<file path="src/design/gsp_queue.sv">
// Two-entry queue of group sums between the accumulator and the engine.
// No package dependencies.
`default_nettype none
module gsp_queue #(
  parameter int WIDTH = 17
) (
  input  wire logic             clk,
  input  wire logic             rst,
  input  wire logic             push,
  input  wire logic [WIDTH-1:0] push_data,
  output logic                  full,
  input  wire logic             pop,
  output logic                  not_empty,
  output logic [WIDTH-1:0]      pop_data
);
  logic [WIDTH-1:0] mem [2];
  logic             wr_ptr;
  logic             rd_ptr;
  logic [1:0]       fill;

  assign full      = (fill == 2'd2);
  assign not_empty = (fill != 2'd0);
  assign pop_data  = mem[rd_ptr];

  // Write entries
  always_ff @(posedge clk) begin
    if (push) begin
      mem[wr_ptr] <= push_data;
    end
  end

  // Advance pointers and fill level
  always_ff @(posedge clk) begin
    if (rst) begin
      wr_ptr <= 1'b0;
      rd_ptr <= 1'b0;
      fill   <= 2'd0;
    end else begin
      if (push) begin
        wr_ptr <= ~wr_ptr;
      end
      if (pop) begin
        rd_ptr <= ~rd_ptr;
      end
      if (push && !pop) begin
        fill <= fill + 2'd1;
      end else if (pop && !push) begin
        fill <= fill - 2'd1;
      end
    end
  end
endmodule
`default_nettype wire

</file>
<file path="config.mk">
export PLATFORM = sky130hd
export DESIGN_NAME = gsp_queue
export DESIGN_NICKNAME = d
export VERILOG_FILES = /design/src/design/gsp_queue.sv
export SDC_FILE = /design/constraint.sdc
export NUM_CORES = 1
export LEC_CHECK = 0
export BUFFER_PORTS_ARGS = -buffer_cell sky130_fd_sc_hd__buf_2
export CORE_MARGIN = 5
export CORE_UTILIZATION = 50
export CTS_CLUSTER_SIZE = 30
export DETAILED_ROUTE_END_ITERATION = 10
export PLACE_DENSITY = 0.77
export SYNTH_ARGS = -nofsm -noshare
export SYNTH_HDL_FRONTEND = slang
export SYNTH_SLANG_ARGS = --single-unit
</file>
<file path="constraint.sdc">
create_clock -name clk -period 1.8 [get_ports clk]
set_clock_uncertainty 0.05 [all_clocks]
set_input_delay 0.27 -clock clk [delete_from_list [all_inputs] [get_ports clk]]
set_output_delay 0.27 -clock clk [all_outputs]
set_load 0.03 [all_outputs]
</file>
==> impl_results.md <==
* Largest net degree at the start of global routing at 18
* HP Start: push_data[8]
* Initial antenna violation count at 0
* R2R Path Start: wr_ptr$_SDFFE_PP0P_
* Critical Path, Cell by Cell: buf_6, mux2_2, buf_2
* Period utilization at 95.72%
* I/O pin count at 40
* Worst min path class: in2reg
* Leakage at 0.0006885 µW
* Distinct cells, synth at 17
* WL per Instance at 14.91 µm
* Simple logic cell fraction of the synthesized area at 3.400%
* Compound-Gate Fraction of Synth Area at 0.6975%
* Port Buf Inserts at 39
* Status: complete, no violations
* CTS buffer count at 5
* Total Power at 1781 µW
* CP Capture Type: primary output
* Die area at 4042 µm²
* Synth top area share at 71.14%
* Global-route wire length before repair at 3795 µm
* Starting Density at 52.04%
* Met1 Resource Use GR at 14.04%
* Max cap viols at 0
* Met3 Use GR at 4.263%
* RSZ-0062 raised after global routing: false
* H-tree lvl count at 2
* GRT Total Usage at 12.58%
* Core area at 2758 µm²
* Layout cells sized above 1 at 54.40%
* Clock Path Buffers at 2
* Final estimated routing congestion in global placement at 0.6906
* Cells after Synth at 75
* Seq/Total Area, Yosys at 78.12%
* RR Endpoint: mem[0][7]$_DFFE_PP_
* Worst-margin pin slew at 412.0 ps
* CP delay by family, top: buffers and inverters
* CP Max Fanout at 17
* Levels on crit path at 3
* Synth warn at 0
* Antenna Violating Nets Remaining at 0
* Met2 Resource Use GR at 20.05%
* VDD IR max at 0.7499 mV
* Post-synthesis xor/xnor area fraction at 2.441%
* Crit path buffers/inverters at 2
* Sink Count at 39
* P&R area growth vs syn at 21.71%
* Flop2flop setup slack at 520 ps
* Adder-cell share of the synthesized area at 0.8718%
* Via Count at 785
* FP Rows at 19
* Clock transition at path regs at 110 ps
* Most common cell after layout, fill and taps aside: buf_2
* Slew margin rel. at 72.48%
* Die Wd at 63.58 µm
* Slew Limit Fails at 0
* Commonest non-fill, non-tap cells in the layout: buf_2, edfxtp_1, mux2_2, dfxtp_1, clkbuf_4
* Mapped Area at 1435 µm²
* Setup Viol. Count Final at 0
* GRT overflow at 0
* Syn nets at 97
* Max Freq at 580.4 MHz
* Starting DRT DRC Count at 13
* Final HPWL DP at 1717 µm
* Worst skew pair latency at 320 ps
* Die Ht at 63.58 µm
* Min Tclk post-route at 1723 ps
* Syn avg cell area at 19.14 µm²
* Final Hold Vio Count at 0
* Critical Path RT at 1480 ps
* Post-Route WL at 2326 µm
* Hold endpoint: mem[1][8]$_DFFE_PP_
* Synth Register Bits at 39
* Pre-Repair DR Iteration Count at 3
* Multiplexer area fraction after synthesis at 13.34%
* Clock root cell: clkbuf_4
* Busiest metal layer after global routing: met2
* Crit Path Class: reg2out
* Crit path arrival time at 1400 ps
* Final Net Count at 146
* WHS Path Cells at 1
* Synth area leaders: edfxtp_1, mux2_2, dfxtp_1
* Fillcell total at 210
* Crit start category: flop
* Largest family of logic cells by synthesized area: multiplexers
* Ant. Diodes at 0
* Max incr delay on CP at 360 ps
* Crit-path slowest cell: mux2_2
* PwrDens at 1020 nW/µm²
* Vias in the first global route at 828
* Setup_tns at 0 ps
* Top cell type by total area after synthesis: edfxtp_1
* TritonCTS clock tree: yes
* DRC viols at 0
* Vias per Instance at 5.032
* FF-to-FF path depth at 2
-- cells in the mapped netlist --
cell	number
ha_1	1
nor2_1	4
xor2_1	2
or2_2	1
a21oi_1	1
inv_1	1
nor2b_1	1
and2b_2	1
mux2_2	17
dfxtp_1	5
xnor2_1	2
edfxtp_1	34
or3_1	1
o21ai_0	1
buf_4	1
buf_2	1
and2_1	1
-- flip-flops by register name (all words and copies together), names as in the netlist, named ones only --
signal,cells
rd_ptr,1
mem,34
fill,2
wr_ptr,1
-- worst max-delay path by stage --
stage	start	end	slack (ps)
after detailed placement	flop	pop_data[10]	380
final	flop	pop_data[7]	80
after floorplan	wr_ptr$_SDFFE_PP0P_	mem[0][0]$_DFFE_PP_	250
after global routing	flop	pop_data[15]	5
after CTS	flop	pop_data[15]	40
after global placement	flop	pop_data[10]	400
-- power breakdown --
group / switching [µW] / internal, µW / leakage (µW)
Combinational: 196 / 125 / 0.000300
Sequential: 20.9 / 1050 / 0.000361
Clock: 246 / 145 / 0.0000273
-- layer usage --
layer | part of all wire (%) | vias up
met1 | 41 | 374
met4 | 3.1 | 0
met2 | 50 | 23
met3 | 6.1 | 7
met5 | 0 | -
li1 | - | 381
-- stage by stage --
stage / utilization [%] / worst slack, ps / cells / cell area, µm² / hold WS (ps)
detailed placement: 61.43 / 376.7 / 148 / 1694 / 412.4
global placement: 61.43 / 403.9 / 148 / 1694 / 408.7
finish: 63.34 / 77.03 / 156 / 1747 / 67.37
global route: 63.34 / 5.244 / 156 / 1747 / 47.33
floorplan: - / 248.9 / 75 / 1435 / 289.1
CTS: 63.34 / 43.21 / 156 / 1747 / 51.77
-- final cells by class --
type                       instances  area [µm²]  area share [%]
timing repair buffer              44       236.5           13.54
inverter                           1       3.754          0.2149
tap                               31       38.79           2.221
sequential                        39        1121           64.18
clock buffer                       6       41.29           2.364
clock inverter                     2       7.507          0.4298
multi-input combinational         33       297.8           17.05
-- what timing repair did --
action	in CTS	in global routing
buffers inserted	0	0
setup endpoints to repair	2	0
hold buffers	0	0
resized for setup	1	0
-- logic make-up (layout without fill, tap and decap cells) --
logic type | after synthesis | count (layout)
DFF | 39 | 39
muxes | 17 | 17
and+or+nand+nor | 9 | 9
xor gates and xnor gates | 4 | 4
buffers and inverters | 3 | 53
AOI/OAI and AO/OA | 2 | 2
adders and majority gates | 1 | 1
Note: power is estimated with default switching activity, not from simulation.
