$ cat config.mk
export PLATFORM = sky130hd
export DESIGN_NAME = gsp_front
export DESIGN_NICKNAME = d
export VERILOG_FILES = /design/src/design/gsp_pkg.sv /design/src/design/gsp_front.sv
export SDC_FILE = /design/constraint.sdc
export NUM_CORES = 1
export LEC_CHECK = 0
export BUFFER_PORTS_ARGS = -buffer_cell sky130_fd_sc_hd__buf_2
export CORE_MARGIN = 2
export CORE_UTILIZATION = 54
export DETAILED_ROUTE_END_ITERATION = 8
export GPL_TIMING_DRIVEN = 1
export PLACE_DENSITY = 0.77
export SLEW_MARGIN = 20
export SYNTH_ARGS = -nofsm -noshare
export SYNTH_HDL_FRONTEND = slang
export SYNTH_SLANG_ARGS = --single-unit
$ cat constraint.sdc
create_clock -name clk -period 2.75 [get_ports clk]
set_input_delay 0.1375 -clock clk [delete_from_list [all_inputs] [get_ports clk]]
set_output_delay 0.1375 -clock clk [all_outputs]
set_load 0.02 [all_outputs]
$ cat src/design/gsp_pkg.sv
// Shared types, register codes and the exp2 coefficient table for the
// gas sensor ppm converter. No dependencies.
`default_nettype none
package gsp_pkg;

  localparam int SAMPLES_DEF    = 10;
  localparam int FULL_SCALE_DEF = 4095;

  localparam int CFG_IDX_W  = 3;
  localparam int CFG_DATA_W = 24;

  localparam logic [CFG_IDX_W-1:0] REG_LOAD_RES  = 3'd0;
  localparam logic [CFG_IDX_W-1:0] REG_CLEAN_RES = 3'd1;
  localparam logic [CFG_IDX_W-1:0] REG_SCALE     = 3'd2;
  localparam logic [CFG_IDX_W-1:0] REG_EXPONENT  = 3'd3;
  localparam logic [CFG_IDX_W-1:0] REG_CEILING   = 3'd4;

  typedef struct packed {
    logic [15:0]        load_res;
    logic [15:0]        clean_res;
    logic [23:0]        scale;
    logic signed [15:0] exponent;
    logic [23:0]        ceiling;
  } cfg_t;

  // Integer square root, bit by bit
  function automatic logic [63:0] isqrt64(input logic [63:0] x);
    logic [63:0] r;
    logic [63:0] b;
    logic [63:0] v;
    r = '0;
    b = 64'h4000_0000_0000_0000;
    v = x;
    for (int i = 0; i < 32; i++) begin
      if (v >= r + b) begin
        v = v - (r + b);
        r = (r >> 1) + b;
      end else begin
        r = r >> 1;
      end
      b = b >> 2;
    end
    return r;
  endfunction

  // Q30 value of 2^(2^-k)
  function automatic logic [30:0] exp_coef(input int k);
    logic [63:0] c;
    c = isqrt64(64'h2000_0000_0000_0000);
    for (int j = 2; j <= k; j++) begin
      c = isqrt64(c << 30);
    end
    return c[30:0];
  endfunction

  // Entry i holds the factor for fraction bit of weight 2^-(i+1)
  localparam logic [30:0] EXP_COEF [16] = '{
    exp_coef(1),  exp_coef(2),  exp_coef(3),  exp_coef(4),
    exp_coef(5),  exp_coef(6),  exp_coef(7),  exp_coef(8),
    exp_coef(9),  exp_coef(10), exp_coef(11), exp_coef(12),
    exp_coef(13), exp_coef(14), exp_coef(15), exp_coef(16)
  };

endpackage
`default_nettype wire

$ cat src/design/gsp_front.sv
// Sample accumulator: sums groups of samples and pushes each group sum.
// Depends on gsp_pkg for its parameter defaults.
`default_nettype none
module gsp_front #(
  parameter int SAMPLES        = gsp_pkg::SAMPLES_DEF,
  parameter int ADC_FULL_SCALE = gsp_pkg::FULL_SCALE_DEF,
  parameter int SUM_W          = 17
) (
  input  wire logic             clk,
  input  wire logic             rst,
  input  wire logic             sample_valid,
  output logic                  sample_stall,
  input  wire logic [11:0]      adc_sample,
  input  wire logic             q_full,
  output logic                  push,
  output logic [SUM_W-1:0]      push_data
);
  localparam int CNT_W = $clog2(SAMPLES + 1);

  logic [CNT_W-1:0] sample_count;
  logic [SUM_W-1:0] sample_sum;
  logic [15:0]      clipped;
  logic [SUM_W-1:0] sum_next;
  logic             accept;
  logic             last;

  // Hold samples while the queue has no room
  assign sample_stall = q_full;
  assign accept       = sample_valid && !sample_stall;

  // Clip to full scale and add
  assign clipped  = ({4'b0, adc_sample} > 16'(ADC_FULL_SCALE)) ?
                    16'(ADC_FULL_SCALE) : {4'b0, adc_sample};
  assign sum_next = sample_sum + SUM_W'(clipped);
  assign last     = (sample_count == CNT_W'(SAMPLES - 1));

  assign push      = accept && last;
  assign push_data = sum_next;

  // Advance the group count and sum
  always_ff @(posedge clk) begin
    if (rst) begin
      sample_count <= '0;
      sample_sum   <= '0;
    end else if (accept) begin
      if (last) begin
        sample_count <= '0;
        sample_sum   <= '0;
      end else begin
        sample_count <= sample_count + 1'b1;
        sample_sum   <= sum_next;
      end
    end
  end
endmodule
`default_nettype wire

==> flow_summary.yaml, run 1 <==
die:
  die_area_um2: 3450
  die_w_um: 58.8
  core.rowCount: 19
  pin_count: 35
  dieHeight_um: 58.8
  start_util_pct: 57.8
  coreArea_um2: 2810
place:
  dp_hpwl_um: 2620
  io_buffers: 34
  globalplace.congestion: 0.797
timing:
  rsz0062_at_grt: "false"
  final-hold-violation-count: 0
  fin_setup_tns_ns: 0
  max_slew.worst_pin.slew_ns: 0.741
  period_share_pct: 94.5
  slew_headroom_pct: 50.2
  max_freq_ghz: 0.385
  finClkSkew_ns: 0.00538
  whs_ns: 0.182
  setup_viol: 0
  min_period_ns: 2.60
  maxSlewViolCount: 0
synthesis:
  synth_nets: 220
  synth_seq_cells: 21
  synth_area_um2: 1620
  postSynthAreaPerCell_um2: 8.48
  synthTopCellsByArea: "dfxtp_1, ha_1, nor2_1, nand2_1, a21oi_1"
  ys_types: 48
  synth_cells: 191
  yosysMostFrequentCell: "nor2_1"
  synthArstFlopShare_pct: 0
  synth_ff_type: "dfxtp_1"
  synth_edf_count: 0
  yosysWarnings: 0
  synth_common_cells: "nor2_1, nand2_1, dfxtp_1"
  synth_top_area_share_pct: 25.9
  yosysSeqAreaShare_pct: 25.9
  yosysTopAreaCell: "dfxtp_1"
clock_tree:
  worstSkewPairLatency_ns: 0.31
  clockBufferDepth: 2
  clkSinkCount: 21
  cts-root-buf: "clkbuf_4"
  cts_buffers: 3
  htreeDepth: 1
  path_clk_slew_ns: 0.13
  cts_tree: "yes"
  cts_resized: 0
layout:
  synthToLayoutAreaGrowth_pct: 12.0
  antenna_cells: 0
  drive_above_1_share_pct: 28.3
  fin_nets: 253
  final_util_pct: 64.7
  fillers: 258
setup_path:
  worstSetupEndpointType: "primary output"
  rrSetupSlack_ns: 0.56
  cp-start-kind: "register"
  critPathKind: "reg -> out"
  required_ns: 2.61
  cp.arrival_ns: 2.46
  worstPathMaxFanout: 3
routing:
  dr_total_vias: 1487
  wl_met2_um: 1670
  met3_length_um: 131
  wl_um: 3480
  ant_nets: 0
  drtIter0Drc: 76
  highest_layer: "met4"
  post_drt_via_cell_ratio: 5.85
  drcViolationCount: 1
  wl_per_cell_um: 13.7
  drt-met1-wl_um: 1630
  dr.pass1.iters: 6
power:
  power.density_nw_per_um2: 434
  ir_worst_vdd_v: 0.000282
  power_uw: 789
  leakagePower_nw: 0.804
grt:
  antenna_found_initial: 0
  grtUsageTotal_pct: 22.1
  grt_overflow: 0
  grt_pass1_wl_um: 5970
  grt_max_degree: 21
  grt_pass1_vias: 1427
run_status:
  violations: "design-rule violations"
  status: "finished, violations left"
worst_hold_path:
  hold_class: "in -> reg"
job:
  cap_violations: 0
-- critical path: stages (launching register included) --
cell,delay (ns)
dfxtp_1,0.34
ha_1,0.20
fa_1,0.42
a21oi_2,0.18
and4b_4,0.24
o31ai_4,0.26
nand2_2,0.11
nand3_1,0.11
xnor2_1,0.12
buf_2,0.18
-- logic make-up (layout without fill, tap and decap cells) --
| kind of cell | count (synthesis) | after routing | share of synthesized area, % |
|---|---|---|---|
| compound gates | 47 | 47 | 23.2 |
| mux | 5 | 5 | 3.09 |
| xor+xnor | 14 | 14 | 8.03 |
| buf+inv | 10 | 42 | 3.71 |
| simple gates | 81 | 81 | 25.6 |
| flops | 21 | 21 | 25.9 |
| fa+ha+maj | 13 | 13 | 10.5 |
-- where the power goes --
group	switching, mW	total [mW]	leakage (nW)	internal, mW
clock	0.101	0.155	0.0177	0.0544
sequential	0.0128	0.334	0.171	0.321
combinational	0.181	0.300	0.615	0.118
total	0.295	0.789	0.804	0.494
-- cell usage in the layout, fill, tap and decap left out, types with 2 or more instances in the layout --
cell type	n
nor2b_1	5
nand2_1	22
buf_2	34
a21oi_1	13
inv_1	3
o21ai_0	3
xnor2_1	7
ha_1	12
nand2b_1	3
and2_1	3
nor2_1	24
o211ai_2	2
a22oi_1	4
xor2_1	6
nand4_1	2
a31oi_1	2
clkbuf_4	3
mux2i_1	5
a32o_1	5
o21ai_2	2
a21boi_2	2
nand3_1	8
nor3_1	3
dfxtp_1	21
a21oi_2	5
-- per-layer routing --
layer	vias up	track usage, %
met5	-	0
met4	0	8.12
met3	4	1.98
met2	38	37.9
met1	697	28.7
li1	748	-
-- final cells by class --
class,count,area (um^2),area share (%)
inverters,3,11.3,0.620
multi-input cells,160,1140,62.8
repair buffers,35,178,9.79
clock inverters,1,5.00,0.276
clock buffers,3,22.5,1.24
well taps,31,38.8,2.14
flip-flops and latches,21,420,23.2
-- through the flow --
stage | setup WS (ns) | area, um^2 | cells
2_1_floorplan | 0.523 | 1620 | 191
3_3_place_gp | 0.527 | 1790 | 250
3_5_place_dp | 0.462 | 1790 | 250
4_1_cts | 0.0917 | 1820 | 254
5_1_grt | 0.0254 | 1820 | 254
6_report | 0.150 | 1820 | 254
-- flip-flops by register name, indices dropped and copies added, names as in the netlist --
name / cells
sample_count: 4
sample_sum: 17
-- worst paths after layout --
kind / startpoint / to / depth (start not counted)
setup / recovery: sample_sum[0]$_SDFFE_PP0P_ / push_data[16] / 9
hold reg to reg: sample_sum[2]$_SDFFE_PP0P_ / sample_sum[2]$_SDFFE_PP0P_ / 2
hold / removal: rst / sample_sum[4]$_SDFFE_PP0P_ / 2
setup reg to reg: sample_sum[0]$_SDFFE_PP0P_ / sample_sum[16]$_SDFFE_PP0P_ / 8
-- repair_timing --
action / in CTS / in global routing
setup buffers: 0 / 0
setup endpoints to repair: 0 / 1
hold buffers: 0 / 0
Power figures use the tool's default switching activity.
==> run 2: changes to the inputs <==
--- a/config.mk
+++ b/config.mk
@@ -11,6 +11,7 @@
 export DETAILED_ROUTE_END_ITERATION = 8
 export GPL_TIMING_DRIVEN = 1
 export PLACE_DENSITY = 0.77
+export REMOVE_ABC_BUFFERS = 1
 export SLEW_MARGIN = 20
 export SYNTH_ARGS = -nofsm -noshare
 export SYNTH_HDL_FRONTEND = slang
==> flow_summary.yaml, run 2 (synthesis gave the netlist of run 1 again) <==
layout:
  top_regs: "sample_sum (17), sample_count (4)"
  final_common_cell: "buf_2"
  most-common-layout-cells: "buf_2, nor2_1, nand2_1"
  synthToLayoutAreaGrowth_pct: 12.4
  fin_nets: 253
  regMostFlops: "sample_sum"
  antenna_cells: 0
  drive_above_1_share_pct: 28.7
  largest_reg_flops: 17
setup_path:
  cp-start-kind: "register"
  worstRegToRegCells: 8
  required_ns: 2.61
  crit_buf_inv: 1
  worstPathMaxFanout: 3
  worstSetupEndpointType: "primary output"
  critPathKind: "reg -> out"
  path_depth: 9
  path_cells: "ha_1 -> fa_2 -> a21oi_2 -> and4b_4 -> o31ai_4 -> nand2_2 -> nand3_1 -> xnor2_1 -> buf_4"
  cp.arrival_ns: 2.42
  critical-path-top-delay-family: "adder cells"
  cpPeakStageDelay_ns: 0.37
  cp_slowest_cell: "fa_2"
routing:
  drcViolationCount: 2
  drtIter0Drc: 52
  dr.pass1.iters: 6
  ant_nets: 0
  post_drt_via_cell_ratio: 5.80
  dr_total_vias: 1472
  wl_um: 3660
  wl_per_cell_um: 14.4
clock_tree:
  clkSinkCount: 21
  cts_setup_buffers: 0
  htreeDepth: 1
  worstSkewPairLatency_ns: 0.32
  cts-root-buf: "clkbuf_4"
  cts_tree: "yes"
  path_clk_slew_ns: 0.13
  clockBufferDepth: 2
  cts_buffers: 3
  cts_resized: 0
  postCtsHoldBufs: 0
worst_hold_path:
  hold_depth: 2
  hold_class: "in -> reg"
timing:
  finClkSkew_ns: 0.00386
  min_period_ns: 2.55
  fin_setup_tns_ns: 0
  max_freq_ghz: 0.392
  maxSlewViolCount: 0
  final-hold-violation-count: 0
  max_slew.worst_pin.slew_ns: 0.584
  whs_ns: 0.192
  rsz0062_at_grt: "false"
  slew_headroom_pct: 60.8
  setup_viol: 0
  period_share_pct: 92.9
power:
  combinationalPowerShare_pct: 38.0
  p_sw_share_pct: 38.1
  internal-power_uw: 494
  p_seq_share_pct: 41.9
  ir_worst_vdd_v: 0.000298
  power.density_nw_per_um2: 438
  leakagePower_nw: 0.802
  p_switching_uw: 304
  p_clk_share_pct: 20.1
run_status:
  status: "finished, violations left"
  violations: "design-rule violations"
die:
  dieHeight_um: 58.8
  die_area_um2: 3450
  core.rowCount: 19
  pin_count: 35
  die_w_um: 58.8
  coreArea_um2: 2810
  start_util_pct: 57.8
job:
  cap_violations: 0
grt:
  grt_pass1_vias: 1400
  grt_overflow: 0
  grtUsageTotal_pct: 21.9
  grt_pass1_wl_um: 5940
  grt_max_degree: 19
  antenna_found_initial: 0
place:
  io_buffers: 34
  dp_hpwl_um: 2880
  globalplace.congestion: 0.844
run 2: changes by cell type in the layout (fill, tap and decap cells not counted):
cell   delta
buf_2     -1
buf_4     +1
fa_1      -1
fa_2      +1
run 2: layout make-up:
cell class	instances	area, um^2
Tap cell	31	38.8
Clock inverter	1	5.00
Inverter	3	11.3
Fill cell	243	985
Sequential cell	21	420
Timing Repair Buffer	35	180
Multi-Input combinational cell	160	1140
Clock buffer	3	22.5
run 2: stage by stage:
step / utilization (%) / area [um^2] / cells / setup WS (ns) / power (mW)
floorplan: - / 1570 / 184 / 0.523 / 0.556
global placement: 63.7 / 1790 / 250 / 0.522 / 0.632
detailed placement: 63.7 / 1790 / 250 / 0.452 / 0.641
CTS: 64.7 / 1820 / 254 / 0.0740 / 0.797
global route: 64.9 / 1820 / 254 / 0.0503 / 0.837
finish: 64.9 / 1820 / 254 / 0.196 / 0.798
run 2: power groups by stage:
| stage | logic (mW) | registers, mW | clock network [mW] |
|---|---|---|---|
| 4_1_cts | 0.303 | 0.334 | 0.160 |
| 5_1_grt | 0.329 | 0.336 | 0.171 |
| 3_5_place_dp | 0.301 | 0.341 | 0 |
| 3_3_place_gp | 0.293 | 0.339 | 0 |
| 6_report | 0.303 | 0.334 | 0.161 |
| 2_1_floorplan | 0.219 | 0.337 | 0 |
run 2: layer usage:
layer	vias to the layer above	global-route usage (%)	wire, um
li1	744	-	-
met5	-	0	0
met1	688	25.2	1520
met3	10	4.18	153
met2	30	41.0	1930
met4	0	5.84	60
run 2: final timing paths:
path / startpoint / slack (ns) / endpoint
setup / recovery: sample_sum[0]$_SDFFE_PP0P_ / 0.20 / push_data[16]
hold / removal: rst / 0.19 / sample_count[1]$_SDFFE_PP0P_
setup reg to reg: sample_sum[0]$_SDFFE_PP0P_ / 0.60 / sample_sum[16]$_SDFFE_PP0P_
hold reg to reg: sample_sum[2]$_SDFFE_PP0P_ / 0.47 / sample_sum[2]$_SDFFE_PP0P_
==> run 3: changes to the inputs <==
--- a/config.mk
+++ b/config.mk
@@ -6,11 +6,13 @@
 export NUM_CORES = 1
 export LEC_CHECK = 0
 export BUFFER_PORTS_ARGS = -buffer_cell sky130_fd_sc_hd__buf_2
+export CORE_ASPECT_RATIO = 0.7
 export CORE_MARGIN = 2
 export CORE_UTILIZATION = 54
 export DETAILED_ROUTE_END_ITERATION = 8
 export GPL_TIMING_DRIVEN = 1
 export PLACE_DENSITY = 0.77
+export RECOVER_POWER = 25
 export REMOVE_ABC_BUFFERS = 1
 export SLEW_MARGIN = 20
 export SYNTH_ARGS = -nofsm -noshare
==> flow_summary.yaml, run 3 (synthesis gave the netlist of run 1 again) <==
layout:
  regMostFlops: "sample_sum"
  fin_nets: 253
  drive_above_1_share_pct: 26.9
  top_regs: "sample_sum (17), sample_count (4)"
  antenna_cells: 0
  largest_reg_flops: 17
  most-common-layout-cells: "buf_2, nor2_1, nand2_1"
  synthToLayoutAreaGrowth_pct: 13.4
  instances_no_fill: 259
  final_common_cell: "buf_2"
place:
  dpl.cell_count: 255
  dp_hpwl_um: 2780
  globalplace.congestion: 0.833
  io_buffers: 34
  dp_slack_ns: 0.474
grt:
  grt_max_degree: 21
  antenna_found_initial: 0
  grt_overflow: 0
  grt_pass1_wl_um: 6240
  grtUsageTotal_pct: 22.1
  grt_pass1_vias: 1417
routing:
  dr_total_vias: 1489
  wl_um: 3690
  drtIter0Drc: 57
  post_drt_via_cell_ratio: 5.75
  drcViolationCount: 0
  wl_per_cell_um: 14.3
  dr.pass1.iters: 4
  ant_nets: 0
timing:
  setup_viol: 0
  fin_setup_tns_ns: 0
  period_share_pct: 94.0
  maxSlewViolCount: 0
  final-hold-violation-count: 0
  worst_slack_ns: 0.164
  slew_headroom_pct: 54.8
  finClkSkew_ns: 0.00311
  max_freq_ghz: 0.387
  min_period_ns: 2.59
  rsz0062_at_grt: "false"
  max_slew.worst_pin.slew_ns: 0.673
power:
  internal-power_uw: 539
  leakagePower_nw: 0.804
  p_switching_uw: 303
  p_seq_share_pct: 39.6
  p_clk_share_pct: 24.6
  p_sw_share_pct: 35.9
  power.density_nw_per_um2: 458
  power_uw: 842
  ir_worst_vdd_v: 0.000342
  combinationalPowerShare_pct: 35.7
run_status:
  status: "completed"
setup_path:
  cpPeakStageDelay_ns: 0.42
  critPathKind: "reg -> out"
  path_cells: "ha_1 -> fa_1 -> a21oi_2 -> and4b_4 -> o31ai_4 -> nand2_2 -> nand3_1 -> xnor2_1 -> buf_2"
  required_ns: 2.61
  worstPathMaxFanout: 3
  cp_slowest_cell: "fa_1"
  cp-start-kind: "register"
  cp.arrival_ns: 2.45
  worstSetupEndpointType: "primary output"
die:
  core.rowCount: 16
  die_area_um2: 3460
  dieHeight_um: 49.8
  coreArea_um2: 2820
  die_w_um: 69.5
  start_util_pct: 57.4
  pin_count: 35
clock_tree:
  cts_setup_buffers: 0
  path_clk_slew_ns: 0.08
  cts-root-buf: "clkbuf_8"
  postCtsHoldBufs: 0
  cts_resized: 0
  cts_buffers: 3
  worstSkewPairLatency_ns: 0.26
  clkSinkCount: 21
  htreeDepth: 1
  clockBufferDepth: 2
  cts_tree: "yes"
job:
  cap_violations: 0
worst_hold_path:
  hold_class: "in -> reg"
-- run 3: cell types whose count changed in the layout (fill, tap and decap cells not counted), sizes merged --
cell,delta
clkbuf,+3
buf,-3
-- run 3: path summary, 6_finish.rpt --
| check | from | to | slack (ns) | cells past startpoint |
|---|---|---|---|---|
| min reg2reg | sample_sum[0]$_SDFFE_PP0P_ | sample_sum[0]$_SDFFE_PP0P_ | 0.46 | 2 |
| min | rst | sample_count[0]$_SDFFE_PP0P_ | 0.26 | 2 |
| max reg2reg | sample_sum[0]$_SDFFE_PP0P_ | sample_sum[16]$_SDFFE_PP0P_ | 0.52 | 8 |
| max | sample_sum[0]$_SDFFE_PP0P_ | push_data[16] | 0.16 | 9 |
-- run 3: power groups by stage --
stage                     sequential [mW]  clock [mW]  combinational (mW)
after detailed placement            0.341           0               0.299
after floorplan                     0.337           0               0.219
after global routing                0.336       0.230               0.330
final                               0.334       0.207               0.301
after global placement              0.339           0               0.293
after CTS                           0.333       0.217               0.302
-- run 3: routing by layer --
layer	vias to the layer above	GRT usage [%]	part of all wire, %
met1	688	27.8	48
met5	-	0	0
met2	51	37.7	46
met4	0	4.58	0.49
li1	746	-	-
met3	4	6.95	6.2
-- run 3: critical path: cells and delay by family (launching register included) --
family,cells,cell delay [ns]
adder cells (fa/ha/maj),2,0.62
flip-flops,1,0.32
buffers and inverters,1,0.19
AND/OR/NAND/NOR,3,0.46
XOR/XNOR,1,0.13
AO/OA/AOI/OAI,2,0.48
-- run 3: cell type report --
type,count,area [um^2]
multi-input cells,160,1140
fillers,250,986
flip-flops and latches,21,420
repair buffers,35,174
well taps,36,45.0
clock buffers,3,41.3
inverters,3,11.3
clock inverters,1,5.00
-- run 3: metrics by stage --
stage / hold slack (ns) / util, % / area [um^2]
final: 0.261 / 65.1 / 1840
after global routing: 0.250 / 65.1 / 1840
after CTS: 0.243 / 65.2 / 1840
after detailed placement: 0.456 / 63.6 / 1790
after global placement: 0.443 / 63.6 / 1790
after floorplan: 0.207 / - / 1570
